### src/rtl/bbbs_pkg.sv
// ----------------------------------------------------------------------------
// bbbs_pkg: shared types and constants of the ball-in-a-box stepper
// Sequencer states, operation codes, register indexes, control struct and
// the 32-bit saturation helper.
// ----------------------------------------------------------------------------
`default_nettype none

package bbbs_pkg;

   typedef enum logic [1:0] {
      ST_IDLE,
      ST_ISSUE,
      ST_APPLY,
      ST_DONE
   } state_type;

   // One pass of the shared multiplier per operation, in this order.
   typedef enum logic [2:0] {
      OP_GRAV,
      OP_POS_X,
      OP_POS_Y,
      OP_POS_Z,
      OP_REF_X,
      OP_REF_Y,
      OP_REF_Z
   } op_type;

   typedef enum logic [3:0] {
      CSR_GRAVITY,
      CSR_BOUNCE,
      CSR_X_LOW,
      CSR_X_HIGH,
      CSR_Y_LOW,
      CSR_Y_HIGH,
      CSR_Z_LOW,
      CSR_Z_HIGH
   } csr_index_type;

   localparam logic CMD_ADVANCE = 1'b0;
   localparam logic CMD_LOAD    = 1'b1;

   localparam int unsigned CSR_INDEX_W = 4;

   localparam logic signed [31:0] STICK_LIMIT = 32'sd655;
   localparam logic signed [31:0] STICK_PUSH  = 32'sd32768;

   localparam logic signed [35:0] S32_MAX_EXT = 36'sd2147483647;
   localparam logic signed [35:0] S32_MIN_EXT = -36'sd2147483648;

   typedef struct packed {
      logic   issue;
      logic   apply;
      logic   finish;
      op_type op;
   } ctl_type;

   function automatic logic signed [31:0] sat32(input logic signed [35:0] x);
      logic signed [31:0] r;
      if (x > S32_MAX_EXT) begin
         r = 32'sh7FFF_FFFF;
      end else if (x < S32_MIN_EXT) begin
         r = 32'sh8000_0000;
      end else begin
         r = x[31:0];
      end
      return r;
   endfunction

endpackage

`default_nettype wire

### src/rtl/bbbs_mul.sv
// ----------------------------------------------------------------------------
// bbbs_mul: shared signed multiplier
// 33 x 17 signed product, registered; one product per cycle while enable is high.
// ----------------------------------------------------------------------------
`default_nettype none

module bbbs_mul (
   input  wire logic               clock,
   input  wire logic               enable,
   input  wire logic signed [32:0] mul_a,
   input  wire logic signed [16:0] mul_b,
   output logic signed      [49:0] prod_ff
);

   logic signed [49:0] prod_in;

   assign prod_in = mul_a * mul_b;

   // hold the product until the next issue
   always_ff @(posedge clock) begin
      if (enable) begin
         prod_ff <= prod_in;
      end
   end

endmodule

`default_nettype wire

### src/rtl/bbbs_ctrl.sv
// ----------------------------------------------------------------------------
// bbbs_ctrl: step sequencer
// Walks the operation list, with an issue state and then an apply state for each operation.
// ----------------------------------------------------------------------------
`default_nettype none

module bbbs_ctrl (
   input  wire logic          clock,
   input  wire logic          reset,
   input  wire logic          req_valid,
   input  wire logic          command,
   input  wire logic          out_free,
   output logic               req_ready,
   output bbbs_pkg::ctl_type  ctl
);

   bbbs_pkg::state_type state_ff, state_in;
   bbbs_pkg::op_type    op_ff, op_in;

   always_ff @(posedge clock) begin
      if (reset) begin
         state_ff <= bbbs_pkg::ST_IDLE;
         op_ff    <= bbbs_pkg::OP_GRAV;
      end else begin
         state_ff <= state_in;
         op_ff    <= op_in;
      end
   end

   always_comb begin
      state_in   = state_ff;
      op_in      = op_ff;
      req_ready  = 1'b0;
      ctl.issue  = 1'b0;
      ctl.apply  = 1'b0;
      ctl.finish = 1'b0;
      ctl.op     = op_ff;
      unique case (state_ff)
         bbbs_pkg::ST_IDLE: begin
            req_ready = 1'b1;
            if (req_valid) begin
               if (command == bbbs_pkg::CMD_LOAD) begin
                  state_in = bbbs_pkg::ST_DONE;
               end else begin
                  state_in = bbbs_pkg::ST_ISSUE;
                  op_in    = bbbs_pkg::OP_GRAV;
               end
            end
         end
         bbbs_pkg::ST_ISSUE: begin
            ctl.issue = 1'b1;
            state_in  = bbbs_pkg::ST_APPLY;
         end
         bbbs_pkg::ST_APPLY: begin
            ctl.apply = 1'b1;
            if (op_ff == bbbs_pkg::OP_REF_Z) begin
               state_in = bbbs_pkg::ST_DONE;
            end else begin
               op_in    = bbbs_pkg::op_type'(op_ff + 3'd1);
               state_in = bbbs_pkg::ST_ISSUE;
            end
         end
         bbbs_pkg::ST_DONE: begin
            // wait for the result register to drain
            if (out_free) begin
               ctl.finish = 1'b1;
               state_in   = bbbs_pkg::ST_IDLE;
            end
         end
         default: begin
            state_in = bbbs_pkg::ST_IDLE;
         end
      endcase
   end

endmodule

`default_nettype wire

### src/rtl/bouncing_ball_box_step_top.sv
// ----------------------------------------------------------------------------
// bouncing_ball_box_step_top: one ball stepped through a box in fixed point
// Advance: gravity on Y velocity, Euler position update, per-axis reflection
// off the box bounds with elasticity and floor anti-stick. Load: set state.
// ----------------------------------------------------------------------------
// Sequencing: an advance transfer makes 7 multiplier passes, each an issue
//   state and an apply state on the one shared 33x17 multiplier, then the
//   result handoff; a load transfer goes straight to the result handoff.
// Flow: a new transfer is taken only in the idle state, once the last one
//   is through its passes, as the shared multiplier serves one item at a time.
//   A finished result waits in the output register while the next transfer
//   is already accepted; a result still waiting at the end of the next item
//   holds the sequencer until it drains.
// Reset: synchronous, active high; ball state clears to zero, registers take
//   their defaults (gravity 1.0, elasticity ~0.7, box 0..10 on every axis).
`default_nettype none

module bouncing_ball_box_step_top (
   input  wire logic                clock,
   input  wire logic                reset,
   // input channel
   input  wire logic                req_valid,
   output logic                     req_ready,
   input  wire logic                req_command,
   input  wire logic        [15:0]  req_step_time,
   input  wire logic signed [31:0]  req_load_px,
   input  wire logic signed [31:0]  req_load_py,
   input  wire logic signed [31:0]  req_load_pz,
   input  wire logic signed [31:0]  req_load_vx,
   input  wire logic signed [31:0]  req_load_vy,
   input  wire logic signed [31:0]  req_load_vz,
   // result channel
   output logic                     rsp_valid,
   input  wire logic                rsp_ready,
   output logic signed      [31:0]  rsp_out_px,
   output logic signed      [31:0]  rsp_out_py,
   output logic signed      [31:0]  rsp_out_pz,
   output logic signed      [31:0]  rsp_out_vx,
   output logic signed      [31:0]  rsp_out_vy,
   output logic signed      [31:0]  rsp_out_vz,
   output logic             [2:0]   rsp_hit_mask,
   // configuration port
   input  wire logic                csr_we,
   input  wire logic [bbbs_pkg::CSR_INDEX_W-1:0] csr_index,
   input  wire logic        [31:0]  csr_wdata
);

   // ------------------------------------------------------------------
   // Configuration registers
   // ------------------------------------------------------------------
   logic        [30:0] gravity_ff;
   logic        [15:0] bounce_ff;
   logic signed [31:0] low_ff  [0:2];
   logic signed [31:0] high_ff [0:2];

   always_ff @(posedge clock) begin
      if (reset) begin
         gravity_ff <= 31'd65536;
         bounce_ff  <= 16'd22938;
         for (int i = 0; i < 3; i++) begin
            low_ff[i]  <= 32'sd0;
            high_ff[i] <= 32'sd655360;
         end
      end else if (csr_we) begin
         // indexes past the list fall through and change nothing
         unique case (csr_index)
            bbbs_pkg::CSR_GRAVITY: gravity_ff <= csr_wdata[30:0];
            bbbs_pkg::CSR_BOUNCE:  bounce_ff  <= csr_wdata[15:0];
            bbbs_pkg::CSR_X_LOW:   low_ff[0]  <= csr_wdata;
            bbbs_pkg::CSR_X_HIGH:  high_ff[0] <= csr_wdata;
            bbbs_pkg::CSR_Y_LOW:   low_ff[1]  <= csr_wdata;
            bbbs_pkg::CSR_Y_HIGH:  high_ff[1] <= csr_wdata;
            bbbs_pkg::CSR_Z_LOW:   low_ff[2]  <= csr_wdata;
            bbbs_pkg::CSR_Z_HIGH:  high_ff[2] <= csr_wdata;
            default: ;
         endcase
      end
   end

   // ------------------------------------------------------------------
   // Sequencer
   // ------------------------------------------------------------------
   bbbs_pkg::ctl_type ctl;
   logic              rsp_valid_ff;
   logic              out_free;
   logic              req_fire;

   assign out_free = !rsp_valid_ff || rsp_ready;
   assign req_fire = req_valid && req_ready;

   bbbs_ctrl u_ctrl (
      .clock     (clock),
      .reset     (reset),
      .req_valid (req_valid),
      .command   (req_command),
      .out_free  (out_free),
      .req_ready (req_ready),
      .ctl       (ctl)
   );

   // ------------------------------------------------------------------
   // Ball state and per-step scratch
   // ------------------------------------------------------------------
   logic signed [31:0] pos_ff [0:2];
   logic signed [31:0] pos_in [0:2];
   logic signed [31:0] vel_ff [0:2];
   logic signed [31:0] vel_in [0:2];
   logic        [15:0] dt_ff;
   logic        [2:0]  hits_ff, hits_in;
   logic               hit_lo_ff, hit_lo_in;
   logic               hit_hi_ff, hit_hi_in;

   // Axis that the current operation works on; gravity acts on Y.
   logic [1:0] axis;

   always_comb begin
      unique case (ctl.op) inside
         bbbs_pkg::OP_POS_X, bbbs_pkg::OP_REF_X: axis = 2'd0;
         bbbs_pkg::OP_POS_Z, bbbs_pkg::OP_REF_Z: axis = 2'd2;
         default:                                axis = 2'd1;
      endcase
   end

   logic signed [31:0] sel_pos;
   logic signed [31:0] sel_vel;
   logic signed [31:0] sel_low;
   logic signed [31:0] sel_high;
   logic               is_reflect;

   assign sel_pos    = pos_ff[axis];
   assign sel_vel    = vel_ff[axis];
   assign sel_low    = low_ff[axis];
   assign sel_high   = high_ff[axis];
   assign is_reflect = (ctl.op == bbbs_pkg::OP_REF_X) || (ctl.op == bbbs_pkg::OP_REF_Y)
                    || (ctl.op == bbbs_pkg::OP_REF_Z);

   // ------------------------------------------------------------------
   // Shared multiplier: operand select in the issue cycle
   // ------------------------------------------------------------------
   logic signed [32:0] mul_a;
   logic signed [16:0] mul_b;
   logic signed [49:0] prod_ff;

   always_comb begin
      if (ctl.op == bbbs_pkg::OP_GRAV) begin
         mul_a = $signed({2'b00, gravity_ff});
         mul_b = $signed({1'b0, dt_ff});
      end else if (is_reflect) begin
         // negate first so the floor applies to the reflected velocity
         mul_a = -$signed({sel_vel[31], sel_vel});
         mul_b = $signed({1'b0, bounce_ff});
      end else begin
         mul_a = $signed({sel_vel[31], sel_vel});
         mul_b = $signed({1'b0, dt_ff});
      end
   end

   bbbs_mul u_mul (
      .clock   (clock),
      .enable  (ctl.issue),
      .mul_a   (mul_a),
      .mul_b   (mul_b),
      .prod_ff (prod_ff)
   );

   // ------------------------------------------------------------------
   // Apply cycle: shift, accumulate, saturate, clamp
   // ------------------------------------------------------------------
   logic signed [33:0] prod_s16;
   logic signed [34:0] prod_s15;
   logic signed [35:0] acc_sum;
   logic signed [31:0] acc_sat;
   logic signed [31:0] refl_sat;

   assign prod_s16 = $signed(prod_ff[49:16]);
   assign prod_s15 = $signed(prod_ff[49:15]);
   assign refl_sat = bbbs_pkg::sat32({prod_s15[34], prod_s15});

   always_comb begin
      if (ctl.op == bbbs_pkg::OP_GRAV) begin
         acc_sum = $signed({{4{sel_vel[31]}}, sel_vel})
                 - $signed({{2{prod_s16[33]}}, prod_s16});
      end else begin
         acc_sum = $signed({{4{sel_pos[31]}}, sel_pos})
                 + $signed({{2{prod_s16[33]}}, prod_s16});
      end
   end

   assign acc_sat = bbbs_pkg::sat32(acc_sum);

   always_comb begin
      for (int i = 0; i < 3; i++) begin
         pos_in[i] = pos_ff[i];
         vel_in[i] = vel_ff[i];
      end
      hits_in   = hits_ff;
      hit_lo_in = hit_lo_ff;
      hit_hi_in = hit_hi_ff;

      if (req_fire) begin
         hits_in = 3'b000;
         if (req_command == bbbs_pkg::CMD_LOAD) begin
            pos_in[0] = req_load_px;
            pos_in[1] = req_load_py;
            pos_in[2] = req_load_pz;
            vel_in[0] = req_load_vx;
            vel_in[1] = req_load_vy;
            vel_in[2] = req_load_vz;
         end
      end

      // latch bound contact while the reflection product is formed
      if (ctl.issue && is_reflect) begin
         hit_lo_in = (sel_pos <= sel_low);
         hit_hi_in = (sel_pos >= sel_high);
      end

      if (ctl.apply) begin
         if (ctl.op == bbbs_pkg::OP_GRAV) begin
            vel_in[axis] = acc_sat;
         end else if (!is_reflect) begin
            pos_in[axis] = acc_sat;
         end else if (hit_lo_ff || hit_hi_ff) begin
            // low bound wins when both match
            pos_in[axis]  = hit_lo_ff ? sel_low : sel_high;
            vel_in[axis]  = refl_sat;
            hits_in[axis] = 1'b1;
            // floor anti-stick: kick a nearly dead ball back up
            if (ctl.op == bbbs_pkg::OP_REF_Y && hit_lo_ff
                && refl_sat > -bbbs_pkg::STICK_LIMIT
                && refl_sat < bbbs_pkg::STICK_LIMIT) begin
               vel_in[axis] = bbbs_pkg::STICK_PUSH;
            end
         end
      end
   end

   always_ff @(posedge clock) begin
      if (reset) begin
         for (int i = 0; i < 3; i++) begin
            pos_ff[i] <= 32'sd0;
            vel_ff[i] <= 32'sd0;
         end
         hits_ff <= 3'b000;
      end else begin
         for (int i = 0; i < 3; i++) begin
            pos_ff[i] <= pos_in[i];
            vel_ff[i] <= vel_in[i];
         end
         hits_ff <= hits_in;
      end
   end

   always_ff @(posedge clock) begin
      if (req_fire) begin
         dt_ff <= req_step_time;
      end
      hit_lo_ff <= hit_lo_in;
      hit_hi_ff <= hit_hi_in;
   end

   // ------------------------------------------------------------------
   // Result register: snapshot of the state, held until transfer
   // ------------------------------------------------------------------
   logic signed [31:0] rsp_px_ff, rsp_py_ff, rsp_pz_ff;
   logic signed [31:0] rsp_vx_ff, rsp_vy_ff, rsp_vz_ff;
   logic        [2:0]  rsp_hits_ff;
   logic               rsp_valid_in;

   always_comb begin
      rsp_valid_in = rsp_valid_ff;
      if (rsp_ready) begin
         rsp_valid_in = 1'b0;
      end
      if (ctl.finish) begin
         rsp_valid_in = 1'b1;
      end
   end

   always_ff @(posedge clock) begin
      if (reset) begin
         rsp_valid_ff <= 1'b0;
      end else begin
         rsp_valid_ff <= rsp_valid_in;
      end
   end

   always_ff @(posedge clock) begin
      if (ctl.finish) begin
         rsp_px_ff   <= pos_ff[0];
         rsp_py_ff   <= pos_ff[1];
         rsp_pz_ff   <= pos_ff[2];
         rsp_vx_ff   <= vel_ff[0];
         rsp_vy_ff   <= vel_ff[1];
         rsp_vz_ff   <= vel_ff[2];
         rsp_hits_ff <= hits_ff;
      end
   end

   assign rsp_valid    = rsp_valid_ff;
   assign rsp_out_px   = rsp_px_ff;
   assign rsp_out_py   = rsp_py_ff;
   assign rsp_out_pz   = rsp_pz_ff;
   assign rsp_out_vx   = rsp_vx_ff;
   assign rsp_out_vy   = rsp_vy_ff;
   assign rsp_out_vz   = rsp_vz_ff;
   assign rsp_hit_mask = rsp_hits_ff;

   // ------------------------------------------------------------------
   // Assertions
   // ------------------------------------------------------------------
   // a pending result is never overwritten before its transfer
   a_no_overwrite: assert property (@(posedge clock) disable iff (reset)
      ctl.finish |-> (!rsp_valid_ff || rsp_ready))
      else $error("result register overwritten before transfer");

   // every multiplier issue is followed by its apply cycle
   a_issue_apply: assert property (@(posedge clock) disable iff (reset)
      ctl.issue |=> ctl.apply)
      else $error("multiplier product not applied");

   // the block is busy right after it takes an item
   a_busy_after_accept: assert property (@(posedge clock) disable iff (reset)
      req_fire |=> !req_ready)
      else $error("second item accepted while busy");

   // a load result carries no wall contact
   a_load_no_hits: assert property (@(posedge clock) disable iff (reset)
      (req_fire && req_command == bbbs_pkg::CMD_LOAD) |=> (hits_ff == 3'b000))
      else $error("load result reports wall contact");

endmodule

`default_nettype wire
### config.mk
export PLATFORM = sky130hd
export DESIGN_NAME = bouncing_ball_box_step_top
export DESIGN_NICKNAME = d
export VERILOG_FILES = /design/src/rtl/bbbs_pkg.sv /design/src/rtl/bbbs_mul.sv /design/src/rtl/bbbs_ctrl.sv /design/src/rtl/bouncing_ball_box_step_top.sv
export SDC_FILE = /design/constraint.sdc
export NUM_CORES = 2
export LEC_CHECK = 0
export BUFFER_PORTS_ARGS = -buffer_cell sky130_fd_sc_hd__buf_2
export CORE_MARGIN = 4
export CORE_UTILIZATION = 55
export DETAILED_ROUTE_END_ITERATION = 8
export HOLD_SLACK_MARGIN = 0.06
export PLACE_DENSITY = 0.74
export SLEW_MARGIN = 40
export SYNTH_ARGS = -nofsm -noshare
export SYNTH_HDL_FRONTEND = slang
export SYNTH_SLANG_ARGS = --single-unit
### constraint.sdc
create_clock -name clock -period 19.7 [get_ports clock]
set_input_delay 5.91 -clock clock [delete_from_list [all_inputs] [get_ports clock]]
set_output_delay 5.91 -clock clock [all_outputs]
set_load 0.05 [all_outputs]
==> impl_metrics.toml <==
[outcome]
outcome = "completed"

[layout]
final_area_um2 = 63310
area_delta_synth_final_pct = 11.17
finalNetCount = 7548
drive_gt1_share_pct = 12.71
fin_cells = 7974

[synth]
syn-cell-area_um2 = 56950
syn_nets = 7263
ys_warn_count = 0
avgSynthCellArea_um2 = 9.103
synth_common_cells = "nand2_1, inv_1, a21oi_1"
yosysMostFrequentCell = "nand2_1"
yosysSeqAreaShare_pct = 31.92
yosysUniqueCellTypes = 95
synth_top_cell_area_share_pct = 23.20
async_reset_ff_share_pct = 0
synthCells = 6256
synth_top_area_cell = "edfxtp_1"
dominantRegCellSynth = "edfxtp_1"
synth.area.top_cells = "edfxtp_1, fa_1, dfxtp_1, nand2_1, ha_1"
synth-edff-count = 440
synth-seq-cells = 688

[die]
die-area_um2 = 108800
ios = 447
fp.dieW_um = 329.8
rows = 117
core-area_um2 = 102300
initial_core_util_pct = 55.65
die_h_um = 329.8

[drt]
routed.top_layer = "met4"
wl_per_cell_um = 28.36
drc = 0
route.met3.wl_mm = 28.18
ant_nets = 0
via_count = 51005
viasPerCell = 6.396
wl_met2_mm = 94.98
met1Wirelength_mm = 83.89
wirelength_mm = 226.1
drt_iter0_markers = 7419
drtPass1Iterations = 7

[critical_path]
required_ps = 20080
reg2reg_depth = 37
crit_path_end_kind = "flop"
arrival_ps = 12440
cpMaxStageDelayCell = "ha_1"
critPathKind = "flop to flop"
path_max_fanout = 38
start_kind = "flop"
slowest_delay_ps = 810

[global_routing]
grt_use_total_pct = 40.86
grt_overflow = 0
antenna_found_initial = 5
grt_start_max_net_pins = 109
grt_pass1_wl_mm = 325.2
grt_pass1_vias = 48534

[place]
place_congestion = 1.039
dp_hpwl_mm = 172.4
dp_cells = 7829
preCtsSetupSlack_ps = 7907
port_buffers = 446
place_area_um2 = 60760

[cts]
postCtsSetupBuffers = 0
cts-root-buf = "clkbuf_16"
ctsHoldBuffers = 0
cts_htree_levels = 3
clk_pin_slew_worst_paths_ps = 60
cts_buffer_depth = 3
ctsResizeCount = 0
clk_latency_ps = 670
cts.sinks = 688
cts_tree = "done"
cts_buffers = 76

[timing]
finalHoldViolCount = 0
tightestPinTransition_ps = 1029
fmax_mhz = 82.89
rsz0062_at_grt = "no"
fin_crit_ps = 12060
finalSetupViolCount = 0
finalMaxSlewViolations = 0
maxSlewHeadroom_pct = 31.39
post-route-period-util_pct = 61.24
skew_ps = 37.04
worst_slack_ps = 7636
tns_ps = 0

[run]
cap_violations = 0

[power]
ir_drop_uv = 75.16
power_leakage_nw = 28.51
powerDensity_nw_per_um2 = 85.47
totalPowerFinal_mw = 5.411

[worst_hold_path]
hold_path.class = "flop to flop"
whs_path_depth = 0
[state kept, by name, summed over array words and instances (netlist names), 3 cells and up]
register       flops
rsp_hit_mask       3
u_mul.prod_ff     35
high_ff           96
bounce_ff         16
rsp_out_vy        32
hits_ff            3
vel_ff            96
u_ctrl.op_ff       3
rsp_out_py        32
gravity_ff        31
rsp_out_vz        32
rsp_out_pz        32
low_ff            96
rsp_out_px        32
rsp_out_vx        32
dt_ff             16
pos_ff            96
[final timing paths]
check	start	to	slack [ps]
max reg2reg	u_ctrl.op_ff[0]	u_mul.prod_ff[49]	7640
min	hits_ff[0]	rsp_hit_mask[0]	440
max	u_ctrl.op_ff[0]	u_mul.prod_ff[49]	7640
min reg2reg	hits_ff[0]	rsp_hit_mask[0]	440
[critical path, delay by kind of cell (launching register included)]
family                   cells  cell delay, ps
adder cells (fa/ha/maj)      9            4380
AO/OA/AOI/OAI               12            3980
AND/OR/NAND/NOR              8            1940
flip-flops                   1             720
buffers and inverters        7             660
XOR/XNOR                     1              80
[final cells by class]
cell class                 count  area (µm²)
antenna                        3       7.507
clock buffer                 101        2100
clock inverter                39       365.4
fill                        8670       39020
inverter                     675        2534
multi-input combinational   4526       35190
sequential                   688       18180
tap                         1368        1712
timing repair buffer         574        3222
[cells in the final DEF (no fill, tap or decap), types with 33 or more instances in the layout]
cell type    n
inv_1      671
nor2b_1     33
fa_1       503
o221ai_1    55
a221oi_1    82
clkbuf_16   79
buf_2      447
buf_4      121
a21oi_1    505
xor2_1      44
nand2_1    884
a31oi_1     52
nor3_1      51
dfxtp_1    248
edfxtp_1   440
mux2i_1    299
nand2b_1    46
nand4_1     38
and2_1     112
o21ai_0    331
ha_1       253
xnor2_1     82
a21o_1      72
o211ai_1    51
nand3_1     53
nor2_1     517
[cell families after synthesis]
| group | after synthesis | synth area share (%) |
|---|---|---|
| AO/OA/AOI/OAI | 1469 | 16.12 |
| multiplexers | 321 | 5.723 |
| AND/OR/NAND/NOR | 1852 | 14.02 |
| flip-flops | 688 | 31.92 |
| XOR/XNOR | 127 | 1.966 |
| buffers and inverters | 1042 | 6.991 |
| adder cells (fa/ha/maj) | 757 | 23.26 |
[report_power, final]
group / switching [mW] / internal (mW)
Combinational: 1.54 / 0.668
Clock: 0.619 / 0.810
Sequential: 0.113 / 1.66
[per-stage QoR]
stage          util (%)  hold WS [ps]
2_1_floorplan         -         408.1
3_3_place_gp      59.21         420.7
3_5_place_dp      59.38         422.0
4_1_cts           61.79         436.4
5_1_grt           61.87         445.0
6_report          61.87         444.2
[metal layers]
| layer | global-route usage, % | vias up |
|---|---|---|
| li1 | - | 21960 |
| met1 | 54.19 | 24646 |
| met2 | 59.91 | 3633 |
| met3 | 9.710 | 766 |
| met4 | 27.08 | 0 |
| met5 | 0 | - |
No activity file was read; power rests on OpenSTA's default activity.
